===== src/design/ipb_pkg.sv =====
// shared types, codes and defaults of the instruction prefetch buffer
package ipb_pkg;

  // default line size in 32-bit words
  localparam int ACCESS_WORDS_DEF = 1;

  // base address of an empty line
  localparam logic [31:0] BASE_NONE = 32'hFFFF_FFFF;

  // input item kinds
  localparam logic [1:0] MODE_TICK  = 2'd0;
  localparam logic [1:0] MODE_GET   = 2'd1;
  localparam logic [1:0] MODE_FLUSH = 2'd2;

  // result status codes
  localparam logic [1:0] STATUS_OK        = 2'd0;
  localparam logic [1:0] STATUS_NOT_READY = 2'd1;
  localparam logic [1:0] STATUS_NO_SYNC   = 2'd2;

  typedef struct packed {
    logic [1:0]  mode;
    logic [31:0] pc_value;
    logic        execute_stalled;
    logic        reply_ready;
    logic [31:0] reply_data;
    logic        request_accepted;
  } in_beat_t;

  typedef struct packed {
    logic [1:0]  status;
    logic [15:0] inst_halfword;
    logic        pc_write;
    logic [31:0] next_pc;
    logic        load_request;
    logic [31:0] load_address;
    logic        fetch_cycle;
  } result_t;

endpackage


===== src/design/ipb_channels.sv =====
// valid/ready channel interfaces for the input and result beats

interface ipb_in_if;
  logic        valid;
  logic        ready;
  logic [1:0]  mode;
  logic [31:0] pc_value;
  logic        execute_stalled;
  logic        reply_ready;
  logic [31:0] reply_data;
  logic        request_accepted;

  modport source (
    output valid, mode, pc_value, execute_stalled, reply_ready, reply_data,
           request_accepted,
    input  ready
  );
  modport sink (
    input  valid, mode, pc_value, execute_stalled, reply_ready, reply_data,
           request_accepted,
    output ready
  );
endinterface

interface ipb_out_if;
  logic        valid;
  logic        ready;
  logic [1:0]  status;
  logic [15:0] inst_halfword;
  logic        pc_write;
  logic [31:0] next_pc;
  logic        load_request;
  logic [31:0] load_address;
  logic        fetch_cycle;

  modport source (
    output valid, status, inst_halfword, pc_write, next_pc, load_request,
           load_address, fetch_cycle,
    input  ready
  );
  modport sink (
    input  valid, status, inst_halfword, pc_write, next_pc, load_request,
           load_address, fetch_cycle,
    output ready
  );
endinterface


===== src/design/ipb_core.sv =====
// line state of the prefetch buffer and the per-beat result logic
module ipb_core #(
  parameter int ACCESS_WORDS = ipb_pkg::ACCESS_WORDS_DEF
) (
  input  logic             clk,
  input  logic             rst_n,
  input  logic             take,
  input  ipb_pkg::in_beat_t beat,
  output ipb_pkg::result_t  res
);

  localparam int LINE_HW    = 2 * ACCESS_WORDS;
  localparam int LINE_BYTES = 4 * ACCESS_WORDS;
  localparam int OFFS_W     = $clog2(LINE_BYTES);
  localparam int IDX_W      = OFFS_W - 1;
  localparam logic [31:0] BASE_MASK = ~(32'(LINE_BYTES) - 32'd1);

  logic [15:0] hw_r   [LINE_HW];
  logic [15:0] hw_nxt [LINE_HW];
  logic [31:0] base_r, base_nxt;
  logic        valid_r, valid_nxt;
  logic        flush_r, flush_nxt;
  logic        outst_r, outst_nxt;

  logic [31:0] pc_base;
  logic [31:0] pc_plus2;
  logic [31:0] probe;
  logic        req;
  logic [IDX_W-1:0] hw_idx;

  assign pc_base  = beat.pc_value & BASE_MASK;
  assign pc_plus2 = 32'(beat.pc_value + 32'd2);
  assign hw_idx   = beat.pc_value[OFFS_W-1:1];

  // next state and result for the beat on the input
  always_comb begin
    for (int i = 0; i < LINE_HW; i++) hw_nxt[i] = hw_r[i];
    base_nxt  = base_r;
    valid_nxt = valid_r;
    flush_nxt = flush_r;
    outst_nxt = outst_r;
    res       = '0;
    probe     = beat.pc_value;
    req       = 1'b0;

    case (beat.mode)
      ipb_pkg::MODE_FLUSH: begin
        flush_nxt = 1'b1;
      end
      ipb_pkg::MODE_GET: begin
        if (!valid_r || flush_r) begin
          res.status = ipb_pkg::STATUS_NOT_READY;
        end else if (pc_base != base_r) begin
          res.status = ipb_pkg::STATUS_NO_SYNC;
        end else begin
          res.inst_halfword = hw_r[hw_idx];
          res.pc_write      = 1'b1;
          res.next_pc       = pc_plus2;
        end
      end
      ipb_pkg::MODE_TICK: begin
        // apply a pending flush
        if (flush_r) begin
          for (int i = 0; i < LINE_HW; i++) hw_nxt[i] = '0;
          valid_nxt = 1'b0;
          base_nxt  = ipb_pkg::BASE_NONE;
          outst_nxt = 1'b0;
          flush_nxt = 1'b0;
        end
        // capture a returned line
        if (outst_nxt && beat.reply_ready) begin
          for (int i = 0; i < LINE_HW; i++) hw_nxt[i] = '0;
          hw_nxt[0] = beat.reply_data[15:0];
          hw_nxt[1] = beat.reply_data[31:16];
          valid_nxt = 1'b1;
          base_nxt  = pc_base;
          outst_nxt = 1'b0;
        end
        // decide on a new line request
        probe = valid_nxt ? pc_plus2 : beat.pc_value;
        req   = !valid_nxt ||
                (!beat.execute_stalled && ((probe & BASE_MASK) != base_nxt));
        if (req) begin
          if (beat.request_accepted) outst_nxt = 1'b1;
          res.load_request = 1'b1;
          res.load_address = probe;
          res.fetch_cycle  = 1'b1;
        end
      end
      default: begin
        res = '0;
      end
    endcase
  end

  // state registers, updated on an accepted beat
  always_ff @(posedge clk) begin
    if (!rst_n) begin
      for (int i = 0; i < LINE_HW; i++) hw_r[i] <= '0;
      base_r  <= ipb_pkg::BASE_NONE;
      valid_r <= 1'b0;
      flush_r <= 1'b0;
      outst_r <= 1'b0;
    end else if (take) begin
      for (int i = 0; i < LINE_HW; i++) hw_r[i] <= hw_nxt[i];
      base_r  <= base_nxt;
      valid_r <= valid_nxt;
      flush_r <= flush_nxt;
      outst_r <= outst_nxt;
    end
  end

endmodule


===== src/design/ipb_skid.sv =====
// result register with a skid stage so one more input is taken during a stall
module ipb_skid (
  input  logic             clk,
  input  logic             rst_n,
  input  logic             in_valid,
  output logic             in_ready,
  input  ipb_pkg::result_t in_data,
  output logic             out_valid,
  input  logic             out_ready,
  output ipb_pkg::result_t out_data
);

  logic             out_valid_r;
  logic             skid_valid_r;
  ipb_pkg::result_t out_data_r;
  ipb_pkg::result_t skid_data_r;
  logic             take;

  assign in_ready  = !skid_valid_r;
  assign take      = in_valid && !skid_valid_r;
  assign out_valid = out_valid_r;
  assign out_data  = out_data_r;

  // control flags
  always_ff @(posedge clk) begin
    if (!rst_n) begin
      out_valid_r  <= 1'b0;
      skid_valid_r <= 1'b0;
    end else if (!out_valid_r || out_ready) begin
      if (skid_valid_r) begin
        out_valid_r  <= 1'b1;
        skid_valid_r <= 1'b0;
      end else begin
        out_valid_r <= take;
      end
    end else if (take) begin
      skid_valid_r <= 1'b1;
    end
  end

  // payload, no reset
  always_ff @(posedge clk) begin
    if (!out_valid_r || out_ready) begin
      out_data_r <= skid_valid_r ? skid_data_r : in_data;
    end else if (take) begin
      skid_data_r <= in_data;
    end
  end

endmodule


===== src/design/instruction_prefetch_buffer.sv =====
// top level of the instruction prefetch buffer
//
//   channel  dir  handshake      payload
//   in_ch    in   valid/ready    mode, pc_value, execute_stalled, reply_ready,
//                                reply_data, request_accepted
//   out_ch   out  valid/ready    status, inst_halfword, pc_write, next_pc,
//                                load_request, load_address, fetch_cycle
//
// one beat per cycle while in_ch.ready is high; each input beat gives one result beat
// line state updates in the cycle a beat is accepted, result sits in an output register
// a two-entry output (register plus skid) holds results while out_ch stalls;
// in_ch.ready drops only when both are full
// synchronous active-low reset empties the line (base all ones) and the output
module instruction_prefetch_buffer #(
  parameter int ACCESS_WORDS = ipb_pkg::ACCESS_WORDS_DEF
) (
  input logic       clk,
  input logic       rst_n,
  ipb_in_if.sink    in_ch,
  ipb_out_if.source out_ch
);

  ipb_pkg::in_beat_t beat;
  ipb_pkg::result_t  res;
  ipb_pkg::result_t  out_data;
  logic              take;

  // pack the input beat
  assign beat.mode             = in_ch.mode;
  assign beat.pc_value         = in_ch.pc_value;
  assign beat.execute_stalled  = in_ch.execute_stalled;
  assign beat.reply_ready      = in_ch.reply_ready;
  assign beat.reply_data       = in_ch.reply_data;
  assign beat.request_accepted = in_ch.request_accepted;

  assign take = in_ch.valid && in_ch.ready;

  ipb_core #(
    .ACCESS_WORDS(ACCESS_WORDS)
  ) u_core (
    .clk  (clk),
    .rst_n(rst_n),
    .take (take),
    .beat (beat),
    .res  (res)
  );

  ipb_skid u_skid (
    .clk      (clk),
    .rst_n    (rst_n),
    .in_valid (in_ch.valid),
    .in_ready (in_ch.ready),
    .in_data  (res),
    .out_valid(out_ch.valid),
    .out_ready(out_ch.ready),
    .out_data (out_data)
  );

  // unpack the result beat
  assign out_ch.status        = out_data.status;
  assign out_ch.inst_halfword = out_data.inst_halfword;
  assign out_ch.pc_write      = out_data.pc_write;
  assign out_ch.next_pc       = out_data.next_pc;
  assign out_ch.load_request  = out_data.load_request;
  assign out_ch.load_address  = out_data.load_address;
  assign out_ch.fetch_cycle   = out_data.fetch_cycle;

endmodule


===== src/flat_wrapper.sv =====
// flat-port wrapper written by rule: the top's interface ports become plain ports
module instruction_prefetch_buffer_flat 
#(
  parameter int ACCESS_WORDS = ipb_pkg::ACCESS_WORDS_DEF
)
  (clk, rst_n, in_ch_valid, in_ch_mode, in_ch_pc_value, in_ch_execute_stalled, in_ch_reply_ready, in_ch_reply_data, in_ch_request_accepted, in_ch_ready, out_ch_valid, out_ch_status, out_ch_inst_halfword, out_ch_pc_write, out_ch_next_pc, out_ch_load_request, out_ch_load_address, out_ch_fetch_cycle, out_ch_ready);
  ipb_in_if in_ch_i ();
  ipb_out_if out_ch_i ();
  input logic clk;
  input logic rst_n;
  input wire logic [$bits(in_ch_i.valid)-1:0] in_ch_valid;
  input wire logic [$bits(in_ch_i.mode)-1:0] in_ch_mode;
  input wire logic [$bits(in_ch_i.pc_value)-1:0] in_ch_pc_value;
  input wire logic [$bits(in_ch_i.execute_stalled)-1:0] in_ch_execute_stalled;
  input wire logic [$bits(in_ch_i.reply_ready)-1:0] in_ch_reply_ready;
  input wire logic [$bits(in_ch_i.reply_data)-1:0] in_ch_reply_data;
  input wire logic [$bits(in_ch_i.request_accepted)-1:0] in_ch_request_accepted;
  output wire logic [$bits(in_ch_i.ready)-1:0] in_ch_ready;
  output wire logic [$bits(out_ch_i.valid)-1:0] out_ch_valid;
  output wire logic [$bits(out_ch_i.status)-1:0] out_ch_status;
  output wire logic [$bits(out_ch_i.inst_halfword)-1:0] out_ch_inst_halfword;
  output wire logic [$bits(out_ch_i.pc_write)-1:0] out_ch_pc_write;
  output wire logic [$bits(out_ch_i.next_pc)-1:0] out_ch_next_pc;
  output wire logic [$bits(out_ch_i.load_request)-1:0] out_ch_load_request;
  output wire logic [$bits(out_ch_i.load_address)-1:0] out_ch_load_address;
  output wire logic [$bits(out_ch_i.fetch_cycle)-1:0] out_ch_fetch_cycle;
  input wire logic [$bits(out_ch_i.ready)-1:0] out_ch_ready;
  assign in_ch_i.valid = in_ch_valid;
  assign in_ch_i.mode = in_ch_mode;
  assign in_ch_i.pc_value = in_ch_pc_value;
  assign in_ch_i.execute_stalled = in_ch_execute_stalled;
  assign in_ch_i.reply_ready = in_ch_reply_ready;
  assign in_ch_i.reply_data = in_ch_reply_data;
  assign in_ch_i.request_accepted = in_ch_request_accepted;
  assign in_ch_ready = in_ch_i.ready;
  assign out_ch_valid = out_ch_i.valid;
  assign out_ch_status = out_ch_i.status;
  assign out_ch_inst_halfword = out_ch_i.inst_halfword;
  assign out_ch_pc_write = out_ch_i.pc_write;
  assign out_ch_next_pc = out_ch_i.next_pc;
  assign out_ch_load_request = out_ch_i.load_request;
  assign out_ch_load_address = out_ch_i.load_address;
  assign out_ch_fetch_cycle = out_ch_i.fetch_cycle;
  assign out_ch_i.ready = out_ch_ready;
  instruction_prefetch_buffer #(.ACCESS_WORDS(ACCESS_WORDS)) u_core (.clk(clk), .rst_n(rst_n), .in_ch(in_ch_i), .out_ch(out_ch_i));
endmodule

===== config.mk =====
export PLATFORM = sky130hd
export DESIGN_NAME = instruction_prefetch_buffer_flat
export DESIGN_NICKNAME = d
export VERILOG_FILES = /design/src/design/ipb_pkg.sv /design/src/design/ipb_channels.sv /design/src/design/ipb_core.sv /design/src/design/ipb_skid.sv /design/src/design/instruction_prefetch_buffer.sv /design/src/flat_wrapper.sv
export SDC_FILE = /design/constraint.sdc
export NUM_CORES = 1
export LEC_CHECK = 0
export ABC_AREA = 1
export BUFFER_PORTS_ARGS = -buffer_cell sky130_fd_sc_hd__buf_2
export CORE_ASPECT_RATIO = 0.8
export CORE_MARGIN = 2
export CORE_UTILIZATION = 58
export CTS_CLUSTER_SIZE = 12
export DETAILED_ROUTE_END_ITERATION = 10
export PLACE_DENSITY = 0.8
export SLEW_MARGIN = 20
export SYNTH_ARGS = -nofsm -noshare
export SYNTH_HDL_FRONTEND = slang
export SYNTH_HIERARCHICAL = 1
export SYNTH_SLANG_ARGS = --single-unit

===== constraint.sdc =====
create_clock -name clk -period 10.4 [get_ports clk]
set_clock_uncertainty 0.1 [all_clocks]
set_input_delay 2.08 -clock clk [delete_from_list [all_inputs] [get_ports clk]]
set_output_delay 2.08 -clock clk [all_outputs]
set_load 0.01 [all_outputs]

# Word-level counts from Yosys, hierarchy flattened
# Memories as Yosys holds them, arrays and structs flattened.
# Index checks and enable logic that the tools add are counted.
# word_totals
ff_bits	207
latch_bits	0
mem_bits_rw	32
mem_bits_ro	0
inputBits	73
word_cells	81
memories	1
# op_classes
add_sub_neg	1
multipliers	0
n_div	0
n_lt_le_gt_ge	0
n_eq_ne	6
n_shift	0
mux	31
bitwise	4
n_reduce_logical	18
# memory_table
name	words	width	read_ports	rd_clocked_by_memory_dff	wr	line_no	text
u_core.u_core.hw_r	2	16	1	0	2	ipb_core.sv:18	logic [15:0] hw_r [LINE_HW];
# ops
op	n
32-bit two-way mux	7
49-bit two-way mux	2
85-bit two-way mux	1
34-bit two-way mux	2
32-bit inequality test	2
51-bit two-way mux	1
32-bit by 2-bit adder with 32-bit output, second input constant	1
16-bit two-way mux	2
1-bit two-way mux	13
2-bit AND reduction	3
1-bit logical NOT	5
2-bit two-way mux	2
1-bit logical AND	3
1-bit logical OR	3
3-bit inequality test, second input constant	1
3-bit AND reduction	1
2-bit by 1-bit == test with 1-bit output, second input constant	1
2-bit == test, second input constant	1
2-bit logical NOT	1
1-bit NOT	2
1-bit bitwise OR	2
1-bit one-hot mux with 2 select lines	1
2-bit nonzero test	1
2-bit OR reduction	1
1-bit inequality test, second input constant	1

# Longest topological paths before layout
# depth
ltp_word	12
mapped_depth	24
ltp_nobuf	22

# Cells and area by module
# Netlist, hierarchy kept.
# by_module_without_submodules
mod	instances	cells_each	area_per_inst_um2	seq_area_each_um2
ipb_skid	1	456	6276.0	5144.9
ipb_core	1	959	5859.4	1661.6
instruction_prefetch_buffer	1	2	7.5	0.0

# Worst setup path before layout
# OpenSTA, ideal clock, no wires.
# synth_timing
kind	input -> register
startpoint	input port out_ch_ready
endpoint	register u_core/u_skid/skid_data_r[0] (netlist name) (enable)
setup_ns	0.531
arrival_ns	7.836
required_time_ns	9.769
setup_slack_ns	1.933
stages	3
n_path_buf	0
path_cell_list	inv_1 -> nand2_1 -> nor2_1
# synth_via
elab_chain_len	3
# synth_lines
element	line_no	text
start, declared	flat_wrapper.sv:27	input wire logic [$bits(out_ch_i.ready)-1:0] out_ch_ready;
1-bit logical OR	ipb_skid.sv:43	if (!out_valid_r || out_ready) begin
1-bit NOT (no line)	n/a	
2-bit AND reduction (no line)	n/a	
end signal, assigned	ipb_skid.sv:46	skid_data_r <= in_data;
end, declared	ipb_skid.sv:16	ipb_pkg::result_t skid_data_r;
# No other way between the ends.
# A chain may end at the register's enable or synchronous reset.

==> qor.csv <==
metric,value,unit
status,finished clean,
Critical Path RT,10580,ps
Crit-path slowest cell,nand3_2,
worst-skew pair later-pin latency,540,ps
final setup fails,0,
number of fill cells,1697,
first-pass GRT wire length,48900,µm
vias per inst,5.61,
"Top cell by count, worst path",nand2_1,
"area leader, netlist",edfxtp_1,
Final Critical Period,5860,ps
Horiz. Die Dim,166,µm
critical path launch point type,input port,
Pre-Repair DR Iteration Count,5,
Max VDD drop,0.154,mV
Root Buffer,clkbuf_16,
GR Overflow Total,0,
NumNets Final,1622,
cell with the most instances after synthesis,nand2_1,
met3 wire len,2750,µm
ANT nets after route,0,
leakage power,6.32,nW
Syn Nets,1491,
die area,0.0221,mm²
fmax,171,MHz
Netlist Area Pre-Place,0.0121,mm²
cell area power density,155,mW/mm²
Top Metal Used,met4,
RSZ-0062 raised after global routing,no,
FP Rows,47,
Post-Route WL,30700,µm
yosys synthesis warning count,6,
htree depth,1,
post-synthesis register bit count,239,
worst hold path class,reg2reg,
"slowest stage delay, CP",670,ps
via count,10300,
drc violations,0,
PostCTS Resize Cnt,0,
Ports,160,
Synth top area share,50.0,%
layout cells sized above 1,16.3,%
Initial Utilization,58.8,%
syn_area_per_cell,8.57,µm²
slew at the pin with the worst max-slew slack,1070,ps
"Arr. time, crit path",6040,ps
ys async rst share,0,%
synth unique cells,38,
"Critical Path, Cell by Cell",buf_2 > nand3_2 > nand2_2 > buf_4 > inv_2 > nand2_1 > nand2_1 > nand2_1 > nand2_1 > nor3_1 > nand3_1 > nor2_1 > nand3_1 > nand2_1 > nand2_2 > nand2_4 > nor2_1 > nand2_1 > nand2_1,
cells after synthesis,1417,
setup bufs post-CTS,0,
vias in the first global route,9728,
setup_tns,0,ps
Synth Flop Type,edfxtp_1,
commonest cells in the netlist,"nand2_1, edfxtp_1, nor2_1",
Num CTS Buffers,25,
Sink Count,239,
max-cap violations,0,
Final period util,56.4,%
die height,133,µm
RD Place Congestion,0.919,
Max Root-Sink Buffers,3,
Clock transition at path regs,60,ps
post-route setup slack,4540,ps
CP endpoint kind,flop,
TritonCTS clock tree,done,
"worst slack, placed",4070,ps
headroom to the max-slew limit,28.8,%
DR iter-0 viols,1068,
met2 WL post-DR,14200,µm
Fin. Hold Viols,0,
gr usage total,27.4,%
drt wl/cell,16.7,µm
hpwl dp,20100,µm
cts-stage hold buffer count,0,
core area,0.0206,mm²
largest net degree at the start of global routing,89,
initial antenna violation count,3,
CP Class,in2reg,
"top cells by area, synth","edfxtp_1, nand2_1, dfxtp_1, nor2_1, inv_1",
crit-path max FO,46,
post-synthesis sequential area ratio,56.1,%
Area Overhead vs Synth,13.4,%
"EDFF count, synth",202,
fin. max-slew vios,0,
port bufs,159,
Metal-1 WL,12900,µm
## path summary, 6_finish.rpt
kind	from	end	slack [ps]	cells past startpoint
worst max-delay path	in_ch_reply_ready	u_core/u_skid/out_data[27]	4540	19
worst min-delay path	u_core/u_skid/skid_data_r[48]	u_core/u_skid/out_data[48]	390	2
worst max register to register	u_core/u_core/flush_r	u_core/u_skid/out_data[27]	5730	19
worst min register to register	u_core/u_skid/skid_data_r[48]	u_core/u_skid/out_data[48]	390	2
## layout make-up
cell class	instances	area, µm²	area share (%)
clock inverter	5	68.8	0.500
sequential	239	6810	49.4
clock buffer	40	692	5.02
antenna	4	10.0	0.0727
multi-input combinational	982	4490	32.6
timing repair buffer	168	863	6.27
tap	269	337	2.44
inverter	132	498	3.62
## power breakdown
group          switching [mW]  total, mW  internal (mW)  leakage (nW)
clock                   0.362      0.846          0.483         0.368
sequential             0.0127       1.09           1.08          2.33
combinational           0.136      0.197         0.0605          3.62
## metal layers
metal / vias up / track usage (%)
met1: 4848 / 36.8
met5: - / 0
li1: 4901 / -
met4: 0 / 9.57
met3: 71 / 5.94
met2: 502 / 44.6
## stage by stage
| step | utilization [%] | hold WS, ps | power [mW] | cells | area [µm²] |
|---|---|---|---|---|---|
| detailed placement | 63.0 | 373 | 1.31 | 1790 | 13000 |
| global route | 66.7 | 423 | 2.21 | 1837 | 13800 |
| global placement | 63.0 | 371 | 1.30 | 1790 | 13000 |
| floorplan | - | 356 | 1.23 | 1417 | 12100 |
| finish | 66.7 | 394 | 2.14 | 1839 | 13800 |
| CTS | 66.7 | 391 | 2.15 | 1835 | 13800 |
## layout by cell type (no fill, tap or decap), types with 3 or more instances in the layout
cell type  Yosys  routed
a21oi_1       41      41
nor3_1         5       5
o21ai_1        4       4
nor2_4         9      11
diode_2        0       4
nand3b_1       9       9
dfxtp_1       37      36
xor2_1        13      13
buf_4          6       9
a21oi_2       18      18
clkbuf_1      17      14
nand2_4        3       4
inv_1        128     128
nor2_2         5       5
o22ai_1       30      30
nor2_1       135     133
edfxtp_1     202     202
nand2_2        6       6
inv_2          3       3
nand2_1      555     554
nand3_1       81      81
o21ai_0        9       9
buf_2         30     159
a22oi_1       22      22
xnor2_1        4       4
clkbuf_16      0      25
nand3_2        8       8
nand4_1       13      13
nor4_1         4       4
## state kept, by name (all words and copies together), names as in the netlist
signal,count
u_core/u_skid/out_valid,1
u_core/u_core/base_r,32
u_core/u_skid/skid_valid_r,1
u_core/u_skid/out_data,85
u_core/u_skid/skid_data_r,85
u_core/u_core/hw_r,32
u_core/u_core/outst_r,1
u_core/u_core/valid_r,1
u_core/u_core/flush_r,1
## critical path: cells and delay by family
| kind | cells | cell delay (ps) |
|---|---|---|
| buffers and inverters | 3 | 1040 |
| and+or+nand+nor | 16 | 2880 |
## cells by family after synthesis
logic type / Yosys count / share of synthesized area (%)
buffers and inverters: 196 / 7.13
AO/OA/AOI/OAI: 126 / 6.55
AND/OR/NAND/NOR: 838 / 28.9
adder cells (fa/ha/maj): 1 / 0.103
XOR/XNOR: 17 / 1.23
flip-flops: 239 / 56.1
Power figures use the tool's default switching activity.
